**config.mk**
```make
export PLATFORM = sky130hd
export DESIGN_NAME = tap_tempo_clock_generator_flat
export DESIGN_NICKNAME = d
export VERILOG_FILES = /design/src/rtl/ttc_pkg.sv /design/src/rtl/ttc_if.sv /design/src/rtl/ttc_ring.sv /design/src/rtl/ttc_div.sv /design/src/rtl/tap_tempo_clock_generator.sv /design/src/flat_wrapper.sv
export SDC_FILE = /design/constraint.sdc
export NUM_CORES = 1
export LEC_CHECK = 0
export BUFFER_PORTS_ARGS = -buffer_cell sky130_fd_sc_hd__buf_2
export CELL_PAD_IN_SITES_DETAIL_PLACEMENT = 2
export CELL_PAD_IN_SITES_GLOBAL_PLACEMENT = 2
export CORE_MARGIN = 1.5
export CORE_UTILIZATION = 40
export CTS_BUF_LIST = sky130_fd_sc_hd__clkbuf_16
export CTS_CLUSTER_SIZE = 30
export DETAILED_ROUTE_END_ITERATION = 10
export GPL_ROUTABILITY_DRIVEN = 0
export PLACE_DENSITY_LB_ADDON = 0.1
export SLEW_MARGIN = 20
export SYNTH_ARGS = -nofsm -noshare
export SYNTH_HDL_FRONTEND = slang
export SYNTH_SLANG_ARGS = --single-unit
export TNS_END_PERCENT = 10
```
**constraint.sdc**
```tcl
create_clock -name clk -period 4.8 [get_ports clk]
set_clock_uncertainty 0.05 [all_clocks]
set_input_delay 0.72 -clock clk [delete_from_list [all_inputs] [get_ports clk]]
set_output_delay 0.72 -clock clk [all_outputs]
set_load 0.005 [all_outputs]
```
**src/rtl/ttc_pkg.sv**
```systemverilog
// ----------------------------------------------------------------------------
// ttc_pkg
// Shared widths and constants for the tap tempo clock generator.
// ----------------------------------------------------------------------------
package ttc_pkg;

    localparam int TIME_W       = 32;
    localparam int WINDOW_W     = 16;

    localparam int MAX_TAPS_DEF = 8;
    localparam int PPQ_DEF      = 24;

    localparam int unsigned MINUTE_US    = 60000000;
    localparam int unsigned START_BPM    = 120;
    localparam int unsigned MS_TO_US     = 1000;
    localparam int unsigned WINDOW_RESET = 2000;

endpackage

```
**src/rtl/ttc_if.sv**
```systemverilog
// ----------------------------------------------------------------------------
// ttc_evt_if / ttc_res_if
// Valid/ready channels for events in and results out.
// ----------------------------------------------------------------------------
interface ttc_evt_if;
    logic                      valid;
    logic                      ready;
    logic                      cmd;
    logic [ttc_pkg::TIME_W-1:0] time_ms;
    logic [ttc_pkg::TIME_W-1:0] time_us;

    modport source (output valid, output cmd, output time_ms, output time_us, input ready);
    modport sink   (input valid, input cmd, input time_ms, input time_us, output ready);
endinterface

interface ttc_res_if;
    logic                      valid;
    logic                      ready;
    logic                      clock_pulse;
    logic                      running;
    logic [ttc_pkg::TIME_W-1:0] period_us;

    modport source (output valid, output clock_pulse, output running, output period_us,
                    input ready);
    modport sink   (input valid, input clock_pulse, input running, input period_us,
                    output ready);
endinterface

```
**src/rtl/ttc_ring.sv**
```systemverilog
// ----------------------------------------------------------------------------
// ttc_ring
// Tap time store: one write port, one registered read port.
// ----------------------------------------------------------------------------
module ttc_ring #(
    parameter int DEPTH = ttc_pkg::MAX_TAPS_DEF,
    parameter int IDX_W = $clog2(DEPTH)
) (
    input  logic                       clk,
    input  logic                       we,
    input  logic [IDX_W-1:0]           waddr,
    input  logic [ttc_pkg::TIME_W-1:0] wdata,
    input  logic [IDX_W-1:0]           raddr,
    output logic [ttc_pkg::TIME_W-1:0] rdata
);

    logic [ttc_pkg::TIME_W-1:0] mem [DEPTH];
    logic [ttc_pkg::TIME_W-1:0] rdata_reg;

    always_ff @(posedge clk)
    begin
        if (we)
        begin
            mem[waddr] <= wdata;
        end
        rdata_reg <= mem[raddr];
    end

    assign rdata = rdata_reg;

endmodule

```
**src/rtl/ttc_div.sv**
```systemverilog
// ----------------------------------------------------------------------------
// ttc_div
// Bit-serial restoring divider, one quotient bit per cycle.
// ----------------------------------------------------------------------------
module ttc_div #(
    parameter int W   = ttc_pkg::TIME_W,
    parameter int DVW = 8
) (
    input  logic           clk,
    input  logic           rst_n,
    input  logic           start,
    input  logic [W-1:0]   dividend,
    input  logic [DVW-1:0] divisor,
    output logic [W-1:0]   quotient,
    output logic           busy,
    output logic           done
);

    localparam int CW = $clog2(W);

    logic [W-1:0]   quo_reg;
    logic [DVW-1:0] rem_reg;
    logic [DVW-1:0] dvs_reg;
    logic [CW-1:0]  cnt_reg;
    logic           busy_reg;
    logic           done_reg;

    logic [DVW:0]   trial;
    logic [DVW:0]   diff;
    logic           fits;

    assign trial = {rem_reg, quo_reg[W-1]};
    assign fits  = trial >= {1'b0, dvs_reg};
    assign diff  = trial - {1'b0, dvs_reg};

    always_ff @(posedge clk or negedge rst_n)
    begin
        if (!rst_n)
        begin
            busy_reg <= 1'b0;
            done_reg <= 1'b0;
            cnt_reg  <= '0;
        end
        else
        begin
            done_reg <= 1'b0;
            if (start && !busy_reg)
            begin
                busy_reg <= 1'b1;
                cnt_reg  <= '0;
            end
            else if (busy_reg)
            begin
                cnt_reg <= cnt_reg + 1'b1;
                if (cnt_reg == CW'(W - 1))
                begin
                    busy_reg <= 1'b0;
                    done_reg <= 1'b1;
                end
            end
        end
    end

    always_ff @(posedge clk)
    begin
        if (start && !busy_reg)
        begin
            quo_reg <= dividend;
            rem_reg <= '0;
            dvs_reg <= divisor;
        end
        else if (busy_reg)
        begin
            quo_reg <= {quo_reg[W-2:0], fits};
            rem_reg <= fits ? diff[DVW-1:0] : trial[DVW-1:0];
        end
    end

    assign quotient = quo_reg;
    assign busy     = busy_reg;
    assign done     = done_reg;

endmodule

```
**src/rtl/tap_tempo_clock_generator.sv**
```systemverilog
// ----------------------------------------------------------------------------
// Flow: a tick goes from idle straight to ST_DONE; a tap passes the check, write and
// read states, then, once two or more taps are held, two serial divides.
// Throughput: one event at a time; the next transfer is taken on return to idle.
// Reset clears control, counts, pulse time; sets period to 120 BPM, window to 2 s.
// The tap store is not cleared; only entries written since reset are read.
// ----------------------------------------------------------------------------
// tap_tempo_clock_generator
// Derives a pulse period from tap times and gates clock pulses on ticks.
// ----------------------------------------------------------------------------
module tap_tempo_clock_generator #(
    parameter int MAX_TAPS           = ttc_pkg::MAX_TAPS_DEF,
    parameter int PULSES_PER_QUARTER = ttc_pkg::PPQ_DEF
) (
    input  logic                         clk,
    input  logic                         rst_n,
    input  logic                         window_we,
    input  logic [ttc_pkg::WINDOW_W-1:0] window_wdata,
    ttc_evt_if.sink                      evt,
    ttc_res_if.source                    res
);

    localparam int TW     = ttc_pkg::TIME_W;
    localparam int IDX_W  = $clog2(MAX_TAPS);
    localparam int CNT_W  = $clog2(MAX_TAPS + 1);
    localparam int PPQ_W  = $clog2(PULSES_PER_QUARTER + 1);
    localparam int DVW    = (IDX_W > PPQ_W) ? IDX_W : PPQ_W;
    localparam logic [TW-1:0] PERIOD_RESET =
        TW'(ttc_pkg::MINUTE_US / (ttc_pkg::START_BPM * PULSES_PER_QUARTER));
    localparam logic [TW-1:0] MS_SCALE = TW'(ttc_pkg::MS_TO_US);

    typedef enum logic [3:0] {
        ST_IDLE,
        ST_TAP_CHK,
        ST_TAP_WR,
        ST_TAP_RD,
        ST_TAP_SPAN,
        ST_DIV1,
        ST_DIV2_GO,
        ST_DIV2,
        ST_DONE
    } state_t;

    state_t                     state_reg;
    logic [IDX_W-1:0]           head_reg;
    logic [CNT_W-1:0]           count_reg;
    logic [TW-1:0]              period_reg;
    logic [TW-1:0]              last_pulse_reg;
    logic                       clock_on_reg;
    logic [ttc_pkg::WINDOW_W-1:0] window_reg;
    logic [TW-1:0]              now_reg;
    logic [TW-1:0]              prod_reg;
    logic                       pulse_reg;
    logic                       res_valid_reg;
    logic                       res_pulse_reg;
    logic                       res_running_reg;
    logic [TW-1:0]              res_period_reg;

    logic                       accept;
    logic [IDX_W-1:0]           head_prev;
    logic [IDX_W-1:0]           head_inc;
    logic [CNT_W:0]             old_sum;
    logic [IDX_W-1:0]           first_slot;
    logic [IDX_W-1:0]           raddr;
    logic [TW-1:0]              rdata;
    logic [TW-1:0]              gap;
    logic [TW-1:0]              tick_gap;
    logic                       ring_we;
    logic                       div_start;
    logic [TW-1:0]              div_dividend;
    logic [DVW-1:0]             div_divisor;
    logic [TW-1:0]              div_quotient;
    logic                       div_busy;
    logic                       div_done;
    logic [TW-1:0]              scaled;
    logic                       res_load;

    assign accept    = evt.valid && evt.ready;
    assign evt.ready = (state_reg == ST_IDLE);

    assign head_prev  = (head_reg == '0) ? IDX_W'(MAX_TAPS - 1) : head_reg - 1'b1;
    assign head_inc   = (head_reg == IDX_W'(MAX_TAPS - 1)) ? '0 : head_reg + 1'b1;
    assign old_sum    = (CNT_W + 1)'(head_reg) + (CNT_W + 1)'(MAX_TAPS)
                        - (CNT_W + 1)'(count_reg);
    assign first_slot = (old_sum >= (CNT_W + 1)'(MAX_TAPS))
                        ? IDX_W'(old_sum - (CNT_W + 1)'(MAX_TAPS)) : IDX_W'(old_sum);
    assign raddr      = (state_reg == ST_TAP_RD) ? first_slot : head_prev;
    assign ring_we    = (state_reg == ST_TAP_WR);

    assign gap      = now_reg - rdata;
    assign tick_gap = evt.time_us - last_pulse_reg;

    assign div_start    = (state_reg == ST_TAP_SPAN) || (state_reg == ST_DIV2_GO);
    assign div_dividend = (state_reg == ST_DIV2_GO) ? prod_reg : gap;
    assign div_divisor  = (state_reg == ST_DIV2_GO) ? DVW'(PULSES_PER_QUARTER)
                                                    : DVW'(count_reg - 1'b1);
    assign scaled       = div_quotient * MS_SCALE;

    assign res_load = (state_reg == ST_DONE) && (!res_valid_reg || res.ready);

    ttc_ring #(
        .DEPTH (MAX_TAPS),
        .IDX_W (IDX_W)
    ) u_ring (
        .clk   (clk),
        .we    (ring_we),
        .waddr (head_reg),
        .wdata (now_reg),
        .raddr (raddr),
        .rdata (rdata)
    );

    ttc_div #(
        .W   (TW),
        .DVW (DVW)
    ) u_div (
        .clk      (clk),
        .rst_n    (rst_n),
        .start    (div_start),
        .dividend (div_dividend),
        .divisor  (div_divisor),
        .quotient (div_quotient),
        .busy     (div_busy),
        .done     (div_done)
    );

    always_ff @(posedge clk or negedge rst_n)
    begin
        if (!rst_n)
        begin
            state_reg       <= ST_IDLE;
            head_reg        <= '0;
            count_reg       <= '0;
            period_reg      <= PERIOD_RESET;
            last_pulse_reg  <= '0;
            clock_on_reg    <= 1'b0;
            window_reg      <= ttc_pkg::WINDOW_W'(ttc_pkg::WINDOW_RESET);
            prod_reg        <= '0;
            pulse_reg       <= 1'b0;
            res_valid_reg   <= 1'b0;
        end
        else
        begin
            if (window_we)
            begin
                window_reg <= window_wdata;
            end

            if (res_load)
            begin
                res_valid_reg <= 1'b1;
            end
            else if (res.ready)
            begin
                res_valid_reg <= 1'b0;
            end

            unique case (state_reg)
                ST_IDLE:
                begin
                    if (accept)
                    begin
                        if (evt.cmd)
                        begin
                            pulse_reg <= 1'b0;
                            if (clock_on_reg && (tick_gap >= period_reg))
                            begin
                                pulse_reg      <= 1'b1;
                                last_pulse_reg <= evt.time_us;
                            end
                            state_reg <= ST_DONE;
                        end
                        else
                        begin
                            pulse_reg <= 1'b0;
                            state_reg <= ST_TAP_CHK;
                        end
                    end
                end
                ST_TAP_CHK:
                begin
                    if ((count_reg != '0) && (gap > TW'(window_reg)))
                    begin
                        head_reg  <= '0;
                        count_reg <= '0;
                    end
                    state_reg <= ST_TAP_WR;
                end
                ST_TAP_WR:
                begin
                    head_reg <= head_inc;
                    if (count_reg != CNT_W'(MAX_TAPS))
                    begin
                        count_reg <= count_reg + 1'b1;
                    end
                    state_reg <= ST_TAP_RD;
                end
                ST_TAP_RD:
                begin
                    state_reg <= (count_reg >= CNT_W'(2)) ? ST_TAP_SPAN : ST_DONE;
                end
                ST_TAP_SPAN:
                begin
                    state_reg <= ST_DIV1;
                end
                ST_DIV1:
                begin
                    if (div_done)
                    begin
                        prod_reg  <= scaled;
                        state_reg <= ST_DIV2_GO;
                    end
                end
                ST_DIV2_GO:
                begin
                    state_reg <= ST_DIV2;
                end
                ST_DIV2:
                begin
                    if (div_done)
                    begin
                        period_reg   <= div_quotient;
                        clock_on_reg <= 1'b1;
                        state_reg    <= ST_DONE;
                    end
                end
                ST_DONE:
                begin
                    if (res_load)
                    begin
                        state_reg <= ST_IDLE;
                    end
                end
                default:
                begin
                    state_reg <= ST_IDLE;
                end
            endcase
        end
    end

    always_ff @(posedge clk)
    begin
        if (accept)
        begin
            now_reg <= evt.time_ms;
        end
        if (res_load)
        begin
            res_pulse_reg   <= pulse_reg;
            res_running_reg <= clock_on_reg;
            res_period_reg  <= period_reg;
        end
    end

    assign res.valid       = res_valid_reg;
    assign res.clock_pulse = res_pulse_reg;
    assign res.running     = res_running_reg;
    assign res.period_us   = res_period_reg;

    a_running_holds: assert property (@(posedge clk) disable iff (!rst_n)
        !$fell(clock_on_reg))
        else $error("clock stopped after starting");

    a_count_bound: assert property (@(posedge clk) disable iff (!rst_n)
        count_reg <= CNT_W'(MAX_TAPS))
        else $error("tap count beyond store depth");

    a_div_idle_on_start: assert property (@(posedge clk) disable iff (!rst_n)
        div_start |-> !div_busy)
        else $error("divider started while busy");

    a_pulse_when_running: assert property (@(posedge clk) disable iff (!rst_n)
        res_load && pulse_reg |-> clock_on_reg)
        else $error("pulse issued while stopped");

    a_result_from_done: assert property (@(posedge clk) disable iff (!rst_n)
        $rose(res_valid_reg) |-> $past(state_reg == ST_DONE))
        else $error("result raised outside completion");

endmodule
```
**src/flat_wrapper.sv**
```systemverilog
// flat-port wrapper written by rule: the top's interface ports become plain ports
module tap_tempo_clock_generator_flat 
#(
    parameter int MAX_TAPS           = ttc_pkg::MAX_TAPS_DEF,
    parameter int PULSES_PER_QUARTER = ttc_pkg::PPQ_DEF
)
  (clk, rst_n, window_we, window_wdata, evt_valid, evt_cmd, evt_time_ms, evt_time_us, evt_ready, res_valid, res_clock_pulse, res_running, res_period_us, res_ready);
  ttc_evt_if evt_i ();
  ttc_res_if res_i ();
  input  logic clk;
  input  logic rst_n;
  input  logic window_we;
  input  logic [ttc_pkg::WINDOW_W-1:0] window_wdata;
  input wire logic [$bits(evt_i.valid)-1:0] evt_valid;
  input wire logic [$bits(evt_i.cmd)-1:0] evt_cmd;
  input wire logic [$bits(evt_i.time_ms)-1:0] evt_time_ms;
  input wire logic [$bits(evt_i.time_us)-1:0] evt_time_us;
  output wire logic [$bits(evt_i.ready)-1:0] evt_ready;
  output wire logic [$bits(res_i.valid)-1:0] res_valid;
  output wire logic [$bits(res_i.clock_pulse)-1:0] res_clock_pulse;
  output wire logic [$bits(res_i.running)-1:0] res_running;
  output wire logic [$bits(res_i.period_us)-1:0] res_period_us;
  input wire logic [$bits(res_i.ready)-1:0] res_ready;
  assign evt_i.valid = evt_valid;
  assign evt_i.cmd = evt_cmd;
  assign evt_i.time_ms = evt_time_ms;
  assign evt_i.time_us = evt_time_us;
  assign evt_ready = evt_i.ready;
  assign res_valid = res_i.valid;
  assign res_clock_pulse = res_i.clock_pulse;
  assign res_running = res_i.running;
  assign res_period_us = res_i.period_us;
  assign res_i.ready = res_ready;
  tap_tempo_clock_generator #(.MAX_TAPS(MAX_TAPS), .PULSES_PER_QUARTER(PULSES_PER_QUARTER)) u_core (.clk(clk), .rst_n(rst_n), .window_we(window_we), .window_wdata(window_wdata), .evt(evt_i), .res(res_i));
endmodule
```
# Word-level counts from Yosys, hierarchy flattened
# Memories as Yosys holds them, arrays and structs flattened. A register that Yosys moved wholly into a read port is not among the register bits.
# Index checks and enable logic that the tools add are counted.
# totals
word_cells	111
ff_bits	238
out_inout_bits	36
mem_count	1
in_bits	86
ram_bits	256
# classes
reduce_logical	22
n_eq_ne	17
muxes	34
order_cmp	5
n_addsub	11
multipliers	1
# memory_table
name	words	word_bits	rd	rd_clocked_by_memory_dff	wr	line	source
u_core.u_ring.mem	8	32	1	1	1	ttc_ring.sv:17	logic [ttc_pkg::TIME_W-1:0] mem [DEPTH];
# op_table
cell	n
$mux W32	3
$sub A32 B32 Y32	2
$pmux W4 S9	1
$ge A32 B32 Y1	1
$gt A32 B16 Y1	1
$mul A32 B7 Y29 const B	1
$mux W4	8
$eq A4 B3 Y1 const B	4
$mux W3	5
$mux W5	3
$mux W1	12
$eq A4 B2 Y1 const B	2
$ne A2 B2 Y1 const B	4
$pmux W4 S2	1
$reduce_and A2 Y1	4
$reduce_and A4 Y1	2
$ge A6 B5 Y1	1
$pmux W3 S2	1
$reduce_bool A2 Y1	3
$sub A3 B1 Y3 const B	2
$add A3 B4 Y5 const B	1
$add A5 B1 Y5 const B	1
$eq A5 B5 Y1 const B	1
$ge A5 B4 Y1 const B	1
other kinds (18)	25

# Longest topological paths before layout
# Gate-level depths: netlist (run 1).
# depth
word_depth	5
ltp_mapped	27
depth_no_buf	26

# Hierarchy
# A second synthesis (run 1) with hierarchy kept.
# hier_totals
cells_unflattened	2247
hier_area_um2	28728.8
# modules_own_cells
module	seq_area_each_um2	n_inst	cells_each	area_per_inst_um2
tap_tempo_clock_generator	5074.9	1	1681	15996.6
ttc_ring	8328.0	1	415	10466.3
ttc_div	1386.3	1	151	2265.9

# Worst setup path before layout (run 1)
# Ideal clock, no wire load.
# synth_path
kind	register to register
from	register u_core.u_div.quo_reg[7] (netlist: u_core.u_div.quotient[7])
to	register u_core.prod_reg[31]
path_buffers	0
t_arrival_ps	5172
path_stages_with_launch	20
period_less_slack_ps	5348
path_slack_ps	-548
t_required_ps	4624
setup_time_ps	126
path_cell_list	edfxtp_1 -> fa_1 -> inv_1 -> fa_1 -> inv_1 -> fa_1 -> inv_1 -> fa_1 -> inv_1 -> ha_1 -> a21oi_1 -> o21ai_0 -> a221o_1 -> a41o_1 -> o31ai_1 -> o21ai_0 -> o41ai_1 -> o21ai_0 -> a221oi_1 -> nand2_1
# synth_between
elab_chain_cells	1
# synth_lines
item	line	source
start, declared	ttc_div.sv:21	logic [W-1:0] quo_reg;
start signal, assigned	ttc_div.sv:68	quo_reg <= dividend;
start signal, assigned	ttc_div.sv:74	quo_reg <= {quo_reg[W-2:0], fits};
$mul A32 B7 Y29	tap_tempo_clock_generator.sv:97	assign scaled = div_quotient * MS_SCALE;
end signal, assigned	tap_tempo_clock_generator.sv:210	prod_reg <= scaled;
end, declared	tap_tempo_clock_generator.sv:52	logic [TW-1:0] prod_reg;
# No other way between the ends.
# A chain may end at the register's enable or synchronous reset.

# Final worst setup path (run 1)
# layout_path
from	register u_core.u_div.quo_reg[2] (netlist: u_core.u_div.quotient[2])
to	register u_core.prod_reg[30]
# Same word-level chain as after synthesis.

==> run_results.csv, run 1 <==
group,metric,value,unit
synth,postSynth.asyncResetShare,24.7,%
synth,synth-simple-area-share,6.42,%
floorplan,die_h,266,um
timing,setup_viol,18,
detailed_routing,drt_wl_total,77000,um
timing,max_freq,195,MHz
synth,ys_seq_area_share,53.3,%
cells_and_area,fillers,6734,
floorplan,ios,122,
timing,hold_viol,0,
cells_and_area,antenna_cells,0,
synth,synth.area.mux_share,8.15,%
synth,synth_top_family_by_area,"adder cells",
detailed_routing,vias,18400,
synth,synth-xor-area-share,3.00,%
floorplan,num_rows,96,
floorplan,die_area,0.0710,mm2
clock_tree,clk_latency,0.65,ns
place,dpl-instance-area,0.0312,mm2
synth,synth_top_area_share,38.8,%
clock_tree,clockBufferDepth,3,
synth,synth-main-ff-cell,"edfxtp_1",
synth,synth.top_cells.by_count,"edfxtp_1, inv_1, ha_1",
timing,min_period,5.13,ns
critical_path,cp_common_cell,"fa_1",
synth,synthAdderAreaFrac,15.0,%
cells_and_area,regMostFlops,"u_core.u_ring.mem",
critical_path,max_stage_delay,0.58,ns
synth,synthCells,2183,
critical_path,worstPathCellList,"fa_1, inv_2, fa_1, fa_1, inv_2, fa_1, ha_4, a211oi_4, o21ai_2, a311oi_2, o21ba_2, o2111ai_4, a21o_1, a21oi_2, o21ai_1, a31o_2, a31oi_4, xor2_1, o21ai_1",
detailed_routing,drt_pre_antenna_iters,5,
synth,synth-seq-cells,526,
clock_tree,htree_levels,2,
synth,synth_top_area_cell,"edfxtp_1",
timing,rsz0062_at_grt,"true",
global_routing,grt_pass1_wl,122000,um
min_path,hold_class,"in2async",
floorplan,fp.dieW,266,um
timing,hold_ws,0.0574,ns
timing,max_slew_margin,29.0,%
detailed_routing,route.detailed.drc,0,
clock_tree,clk_transition_reported_paths,0.06,ns
global_routing,antenna_found_initial,0,
global_routing,grt_max_degree,69,
floorplan,start_util,40.4,%
critical_path,start_kind,"flop",
synth,synth-warning-count,0,
timing,fin_crit_sh,107,%
critical_path,ff2ff_path_depth,19,
job,drv_cap,0,
critical_path,worstSetupPathType,"reg2reg",
synth,synth_area,0.0278,mm2
clock_tree,cts_made_buffers,61,
cells_and_area,synthToLayoutAreaGrowth,22.2,%
place,dp_hpwl,53600,um
timing,fin_ws,-0.331,ns
critical_path,r2r-start,"u_core.u_div.quotient[2]",
detailed_routing,wl_per_cell,21.7,um
clock_tree,tritoncts,"done",
global_routing,grt-ovfl-total,0,
synth,synth.area.top_cells,"edfxtp_1, dfrtp_1, ha_1, fa_1, mux4_2",
global_routing,track_usage,22.2,%
detailed_routing,vias_per_cell,5.19,
clock_tree,cts.sinks,526,
critical_path,critPathArrivalTime,5.59,ns
critical_path,crit_fanout,4,
outcome,failed_checks,"negative setup slack",
cells_and_area,nets,2920,
critical_path,critPathTopFamily,"adder cells",
global_routing,grt_pass1_vias,21300,
critical_path,crit_slowest_cell,"fa_1",
synth,synth_most_common_cell,"edfxtp_1",
cells_and_area,postLayoutCellArea,0.0339,mm2
critical_path,rrSetupSlack,-0.33,ns
critical_path,r2r_end,"u_core.prod_reg[30]",
floorplan,core_area,0.0687,mm2
timing,final_max_slew_viol_count,0,
critical_path,cp-end-kind,"flop",
cells_and_area,drive_above_1_share,28.4,%
critical_path,cp.required,5.26,ns
synth,synth_edf_count,359,
place,io_buffers,121,
critical_path,cp_num_buf_inv,2,
detailed_routing,drt-initial-drc-count,812,
cells_and_area,largest_reg_flops,256,
synth,synthesis.nets,2546,
clock_tree,ctsHoldBuffers,0,
synth,ys_types,73,
outcome,status,"complete, but fails checks",
timing,tightest_slew,1.06,ns
synth,syn_avg_cell_area,12.7,um2
detailed_routing,ant_nets,0,
synth,synth_compound_area_share,9.70,%
clock_tree,cts_root_buffer,"clkbuf_16",
## final cells by class
class	instances	area, um2	area share, %
Tap cell	931	1160	3.43
Multi-Input combinational cell	1330	12400	36.6
Clock inverter	53	415	1.22
Inverter	270	1010	2.99
Sequential cell	526	14800	43.6
Timing Repair Buffer	368	2560	7.53
Clock buffer	63	1580	4.65
## repair_timing
action                                  in CTS  in global routing
cloned                                       2                  0
setup buffers                               25                  6
endpoints found under the setup margin      49                 49
pin swaps                                   55                 44
resized for setup                           78                 30
## layout by cell type, fill, tap and decap left out, types with 33 or more instances in the layout
cell         n
edfxtp_1   359
inv_1      264
buf_4      236
ha_1       168
nand2_1    164
o21ai_0    128
buf_2      120
dfrtp_1    118
fa_1        93
a21oi_1     72
mux4_2      64
mux2_2      64
clkbuf_16   64
nor2_1      62
xnor2_1     56
a21o_1      47
dfxtp_1     37
xor2_1      33
## per-stage QoR
step	cells	util (%)	TNS (ns)	setup WS, ns
final	3541	49.4	-1.97	-0.331
after detailed placement	3393	45.4	-45.89	-1.21
after CTS	3536	49.2	-3.99	-0.332
after floorplan	2183	-	-1.87	-0.0691
after global routing	3541	49.4	-11.25	-0.525
after global placement	3393	45.4	-40.82	-1.08
## per-layer routing
layer	track usage, %	share of wire, %	vias to the layer above
met5	0	0	-
met4	6.43	2.7	0
met1	28.2	44	9467
met3	2.57	2.5	106
li1	-	-	8567
met2	39.7	51	227
## worst max-delay path by stage
| stage | start | end | slack, ns | cells after the start |
|---|---|---|---|---|
| after floorplan | u_core.u_div.quotient[9] | u_core.prod_reg[31] | -0.07 | 19 |
| after global placement | evt_time_us[0] | u_core.last_pulse_reg[0] | -1.08 | 23 |
| after detailed placement | evt_time_us[0] | u_core.last_pulse_reg[31] | -1.21 | 23 |
| after CTS | u_core.u_div.quotient[1] | u_core.prod_reg[30] | -0.33 | 19 |
| after global routing | u_core.u_div.quotient[1] | u_core.prod_reg[30] | -0.53 | 19 |
| final | u_core.u_div.quotient[2] | u_core.prod_reg[30] | -0.33 | 19 |
## cell families (layout without fill, tap and decap cells)
group,count (synthesis),in the layout
AOI/OAI and AO/OA,435,435
xor gates and xnor gates,95,95
adders and majority gates,277,277
buffers and inverters,328,754
DFF,526,526
muxes,137,137
and+or+nand+nor,385,386
Power of run 1 is left out: the tool's default activity adds up to more than one toggle a clock period on the data nets, which glitch-free logic cannot reach.
==> inputs of run 2 (changes only) <==
--- a/config.mk
+++ b/config.mk
@@ -14,7 +14,7 @@
 export CTS_CLUSTER_SIZE = 30
 export DETAILED_ROUTE_END_ITERATION = 10
 export GPL_ROUTABILITY_DRIVEN = 0
-export PLACE_DENSITY_LB_ADDON = 0.1
+export PLACE_DENSITY = 0.83
 export SLEW_MARGIN = 20
 export SYNTH_ARGS = -nofsm -noshare
 export SYNTH_HDL_FRONTEND = slang
==> run_results.csv, run 2 (same netlist as run 1, synthesis figures left out) <==
group,metric,value,unit
critical_path,rrSetupSlack,-0.84,ns
place,dp_hpwl,58600,um
clock_tree,cts_made_buffers,58,
critical_path,crit_slowest_cell,"fa_1",
floorplan,fp.dieW,266,um
floorplan,ios,122,
cells_and_area,multi_input_area,0.0124,mm2
global_routing,grt-ovfl-total,0,
timing,fin_ws,-0.844,ns
cells_and_area,synthToLayoutAreaGrowth,21.7,%
floorplan,core_area,0.0687,mm2
cells_and_area,fillers,6648,
cells_and_area,regMostFlops,"u_core.u_ring.mem",
cells_and_area,final_util,49.2,%
critical_path,crit_fanout,4,
detailed_routing,wl_per_cell,26.5,um
timing,max_slew_margin,31.7,%
global_routing,track_usage,25.2,%
critical_path,max_stage_delay,0.60,ns
global_routing,antenna_found_initial,0,
cells_and_area,antenna_cells,0,
cells_and_area,largest_reg_flops,256,
global_routing,grt_pass1_vias,22300,
cells_and_area,register_area,0.0148,mm2
critical_path,cp-end-kind,"flop",
critical_path,worstSetupPathType,"reg2reg",
place,place_inst,3365,
place,dpl-instance-area,0.0310,mm2
floorplan,start_util,40.4,%
outcome,failed_checks,"negative setup slack",
timing,hold_viol,0,
timing,min_period,5.64,ns
timing,final_max_slew_viol_count,0,
detailed_routing,drt-initial-drc-count,1021,
cells_and_area,nets,2901,
critical_path,worstPathCellList,"inv_2, fa_1, fa_1, fa_1, fa_1, inv_2, ha_4, or2_2, a311oi_2, o21ba_2, o2111ai_4, a21o_1, a21oi_4, o21ai_1, a31o_2, a31oi_4, xor2_1, o21ai_1",
critical_path,r2r_end,"u_core.prod_reg[30]",
timing,tightest_slew,1.02,ns
detailed_routing,ant_nets,0,
global_routing,grt_max_degree,98,
timing,rsz0062_at_grt,"true",
detailed_routing,route.detailed.drc,0,
critical_path,start_kind,"flop",
floorplan,num_rows,96,
clock_tree,clk_transition_reported_paths,0.06,ns
critical_path,r2r-start,"u_core.u_div.quotient[2]",
floorplan,die_h,266,um
critical_path,critPathLaunch,"u_core.u_div.quotient[2]",
cells_and_area,stdcell_count,3518,
critical_path,cp.required,5.25,ns
clock_tree,htree_levels,2,
timing,max_freq,177,MHz
clock_tree,clockBufferDepth,3,
place,io_buffers,121,
cells_and_area,drive_above_1_share,28.2,%
cells_and_area,final_common_cell,"edfxtp_1",
cells_and_area,postLayoutCellArea,0.0338,mm2
outcome,status,"complete, but fails checks",
clock_tree,cts.sinks,526,
job,drv_cap,0,
cells_and_area,final_cell_mix,"edfxtp_1, inv_1, buf_4",
clock_tree,tritoncts,"done",
timing,setup_tns,-19.64,ns
critical_path,critPathArrivalTime,6.09,ns
detailed_routing,vias_per_cell,5.50,
timing,setup_viol,51,
timing,fin_crit_sh,118,%
clock_tree,clk_latency,0.65,ns
clock_tree,ctsHoldBuffers,0,
floorplan,die_area,0.0710,mm2
min_path,hold_class,"in2async",
detailed_routing,drt_wl_total,93300,um
critical_path,ff2ff_path_depth,18,
detailed_routing,drt_pre_antenna_iters,7,
global_routing,grt_pass1_wl,136000,um
detailed_routing,vias,19400,
clock_tree,cts_root_buffer,"clkbuf_16",
critical_path,cp_common_cell,"fa_1",
==> run 2: what timing repair did <==
action | in CTS | in global routing
buffers inserted | 19 | 23
gates cloned | 2 | 0
pin swaps | 39 | 59
resized for setup | 44 | 67
setup endpoints to repair | 49 | 56
hold endpoints to repair | 0 | 0
==> run 2: how the worst max path moves through the flow <==
stage	endpoint	slack (ns)	cells past startpoint
final	u_core.prod_reg[30]	-0.84	18
after floorplan	u_core.prod_reg[31]	-0.07	19
after global placement	u_core.last_pulse_reg[0]	-1.01	23
after global routing	u_core.prod_reg[30]	-0.91	18
after detailed placement	u_core.last_pulse_reg[18]	-1.36	23
after CTS	u_core.prod_reg[28]	-0.54	19
==> run 2: area by class of cell <==
| cell class | instances | area share [%] |
|---|---|---|
| clock buffers | 58 | 4.30 |
| clock inverters | 51 | 1.52 |
| inverters | 270 | 3.01 |
| multi-input cells | 1330 | 36.8 |
| flip-flops and latches | 526 | 43.8 |
| well taps | 931 | 3.45 |
| repair buffers | 352 | 7.18 |
==> run 2: worst max-delay path: cells and delay by family, from the launching register on <==
kind | cells | cell delay, ns
adder cells (fa/ha/maj) | 5 | 2.35
AO/OA/AOI/OAI | 9 | 1.85
flip-flops | 1 | 0.53
AND/OR/NAND/NOR | 1 | 0.31
buffers and inverters | 2 | 0.22
XOR/XNOR | 1 | 0.18
==> run 2: layer usage <==
| metal | up-vias | routed length (um) | global-route usage, % |
|---|---|---|---|
| li1 | 8516 | - | - |
| met1 | 10200 | 37200 | 29.7 |
| met2 | 437 | 50200 | 47.2 |
| met3 | 183 | 2870 | 3.17 |
| met4 | 0 | 2960 | 8.00 |
| met5 | - | 0 | 0 |
==> run 2: through the flow <==
| step | setup slack, ns | hold WS [ns] |
|---|---|---|
| finish | -0.844 | 0.178 |
| global route | -0.912 | 0.175 |
| CTS | -0.539 | 0.161 |
| detailed placement | -1.36 | 0.385 |
| global placement | -1.01 | 0.379 |
| floorplan | -0.0691 | 0.374 |
Power of run 2 is left out for the same reason.
==> inputs of run 3 (changes only) <==
--- a/config.mk
+++ b/config.mk
@@ -8,9 +8,8 @@
 export BUFFER_PORTS_ARGS = -buffer_cell sky130_fd_sc_hd__buf_2
 export CELL_PAD_IN_SITES_DETAIL_PLACEMENT = 2
 export CELL_PAD_IN_SITES_GLOBAL_PLACEMENT = 2
-export CORE_MARGIN = 1.5
+export CORE_MARGIN = 8
 export CORE_UTILIZATION = 40
-export CTS_BUF_LIST = sky130_fd_sc_hd__clkbuf_16
 export CTS_CLUSTER_SIZE = 30
 export DETAILED_ROUTE_END_ITERATION = 10
 export GPL_ROUTABILITY_DRIVEN = 0
@@ -19,4 +18,4 @@
 export SYNTH_ARGS = -nofsm -noshare
 export SYNTH_HDL_FRONTEND = slang
 export SYNTH_SLANG_ARGS = --single-unit
-export TNS_END_PERCENT = 10
+export TNS_END_PERCENT = 20
==> run_results.csv, run 3 (same netlist as run 1, synthesis figures left out) <==
group,metric,value,unit
outcome,status,"complete, but fails checks",
outcome,failed_checks,"negative setup slack",
clock_tree,clk_transition_reported_paths,0.06,ns
cells_and_area,regMostFlops,"u_core.u_ring.mem",
cells_and_area,fillers,6696,
critical_path,critPathArrivalTime,5.89,ns
floorplan,fp.dieW,279,um
clock_tree,tritoncts,"done",
floorplan,die_h,279,um
critical_path,crit_slowest_cell,"fa_2",
timing,rsz0062_at_grt,"true",
job,drv_cap,0,
global_routing,track_usage,24.2,%
floorplan,ios,122,
global_routing,grt_util_met2,44.9,%
detailed_routing,drt_wl_total,96000,um
global_routing,grtUsageMet3,3.00,%
timing,setup_viol,49,
critical_path,worstSetupPathType,"reg2reg",
cells_and_area,largest_reg_flops,256,
clock_tree,clk_latency,0.66,ns
timing,fin_crit_sh,113,%
critical_path,ff2ff_path_depth,19,
critical_path,critPathTopFamily,"adder cells",
detailed_routing,vias_per_cell,5.53,
global_routing,antenna_found_initial,0,
critical_path,cp-end-kind,"flop",
floorplan,core_area,0.0687,mm2
place,dpl-instance-area,0.0311,mm2
critical_path,max_stage_delay,0.66,ns
place,place_inst,3371,
clock_tree,cts_root_buffer,"clkbuf_16",
detailed_routing,vias,19500,
cells_and_area,final_cell_mix,"edfxtp_1, inv_1, buf_4",
timing,hold_viol,0,
global_routing,grt_pass1_vias,23100,
timing,final_max_slew_viol_count,0,
critical_path,cp.required,5.29,ns
global_routing,use_met1,27.9,%
cells_and_area,stdcell_count,3526,
global_routing,grt-ovfl-total,0,
cells_and_area,synthToLayoutAreaGrowth,22.7,%
cells_and_area,multi_input_area,0.0125,mm2
critical_path,crit_fanout,4,
cells_and_area,drive_above_1_share,28.7,%
detailed_routing,ant_nets,0,
floorplan,num_rows,96,
cells_and_area,final_common_cell,"edfxtp_1",
clock_tree,cts.sinks,526,
clock_tree,htree_levels,2,
cells_and_area,register_area,0.0148,mm2
detailed_routing,drt_pre_antenna_iters,5,
cells_and_area,postLayoutCellArea,0.0341,mm2
detailed_routing,route.detailed.drc,0,
timing,fin_ws,-0.600,ns
global_routing,grt_pass1_wl,146000,um
critical_path,worstPathCellList,"fa_2, inv_1, fa_1, fa_1, inv_1, fa_1, ha_4, a211oi_4, o21ai_2, a311oi_2, o21ba_2, o2111ai_2, a21o_1, a21oi_2, o21ai_1, a31o_2, a21oi_1, o41ai_2, o21ai_0",
detailed_routing,drt-initial-drc-count,1140,
detailed_routing,wl_per_cell,27.2,um
critical_path,start_kind,"flop",
critical_path,cp_num_buf_inv,2,
global_routing,grt-busiest-layer,"met2",
place,io_buffers,121,
global_routing,grt_max_degree,94,
timing,max_freq,185,MHz
place,pre_cts_slack,-1.39,ns
floorplan,start_util,40.4,%
timing,min_period,5.40,ns
critical_path,cp_common_cell,"fa_1",
cells_and_area,nets,2907,
critical_path,cp.depth,19,
clock_tree,cts_made_buffers,60,
cells_and_area,antenna_cells,0,
floorplan,die_area,0.0781,mm2
min_path,hold_class,"in2async",
place,dp_hpwl,59800,um
clock_tree,clockBufferDepth,3,
timing,max_slew_margin,31.8,%
timing,tightest_slew,1.02,ns
==> run 3: through the flow <==
| step | hold WS (ns) | setup TNS [ns] | utilization, % |
|---|---|---|---|
| floorplan | 0.374 | -0.342 | - |
| global placement | 0.379 | -34.17 | 45.2 |
| detailed placement | 0.388 | -51.12 | 45.2 |
| CTS | 0.145 | -7.67 | 49.2 |
| global route | 0.162 | -27.88 | 49.6 |
| finish | 0.170 | -20.44 | 49.6 |
==> run 3: area by class of cell <==
cell class | instances | area share [%]
sequential | 526 | 43.4
multi-input combinational | 1330 | 36.7
timing repair buffer | 356 | 7.22
clock buffer | 82 | 5.00
tap | 931 | 3.42
inverter | 270 | 2.98
clock inverter | 31 | 1.24
==> run 3: metal layers <==
layer | routed length, um | share of wire (%)
met1 | 37700 | 39
met2 | 51300 | 53
met3 | 3050 | 3.2
met4 | 3940 | 4.1
met5 | 0 | 0
==> run 3: worst paths after layout <==
check	from	to	slack (ns)
min in group clk	evt_time_ms[1]	u_core.now_reg[1]	0.19
min	rst_n	u_core.last_pulse_reg[5]	0.17
min reg2reg	u_core.period_reg[1]	u_core.res.period_us[1]	0.41
max in group asynchronous	rst_n	u_core.prod_reg[27]	3.43
max	u_core.u_div.quotient[0]	u_core.prod_reg[28]	-0.60
max reg2reg	u_core.u_div.quotient[0]	u_core.prod_reg[28]	-0.60
==> run 3: repair_timing <==
item	CTS	global route
gates cloned	2	0
resized for setup	79	44
pin swaps	53	21
hold endpoints to repair	0	0
setup buffers	29	14
hold buffers	0	0
endpoints found under the setup margin	50	55
Power of run 3 is left out for the same reason.
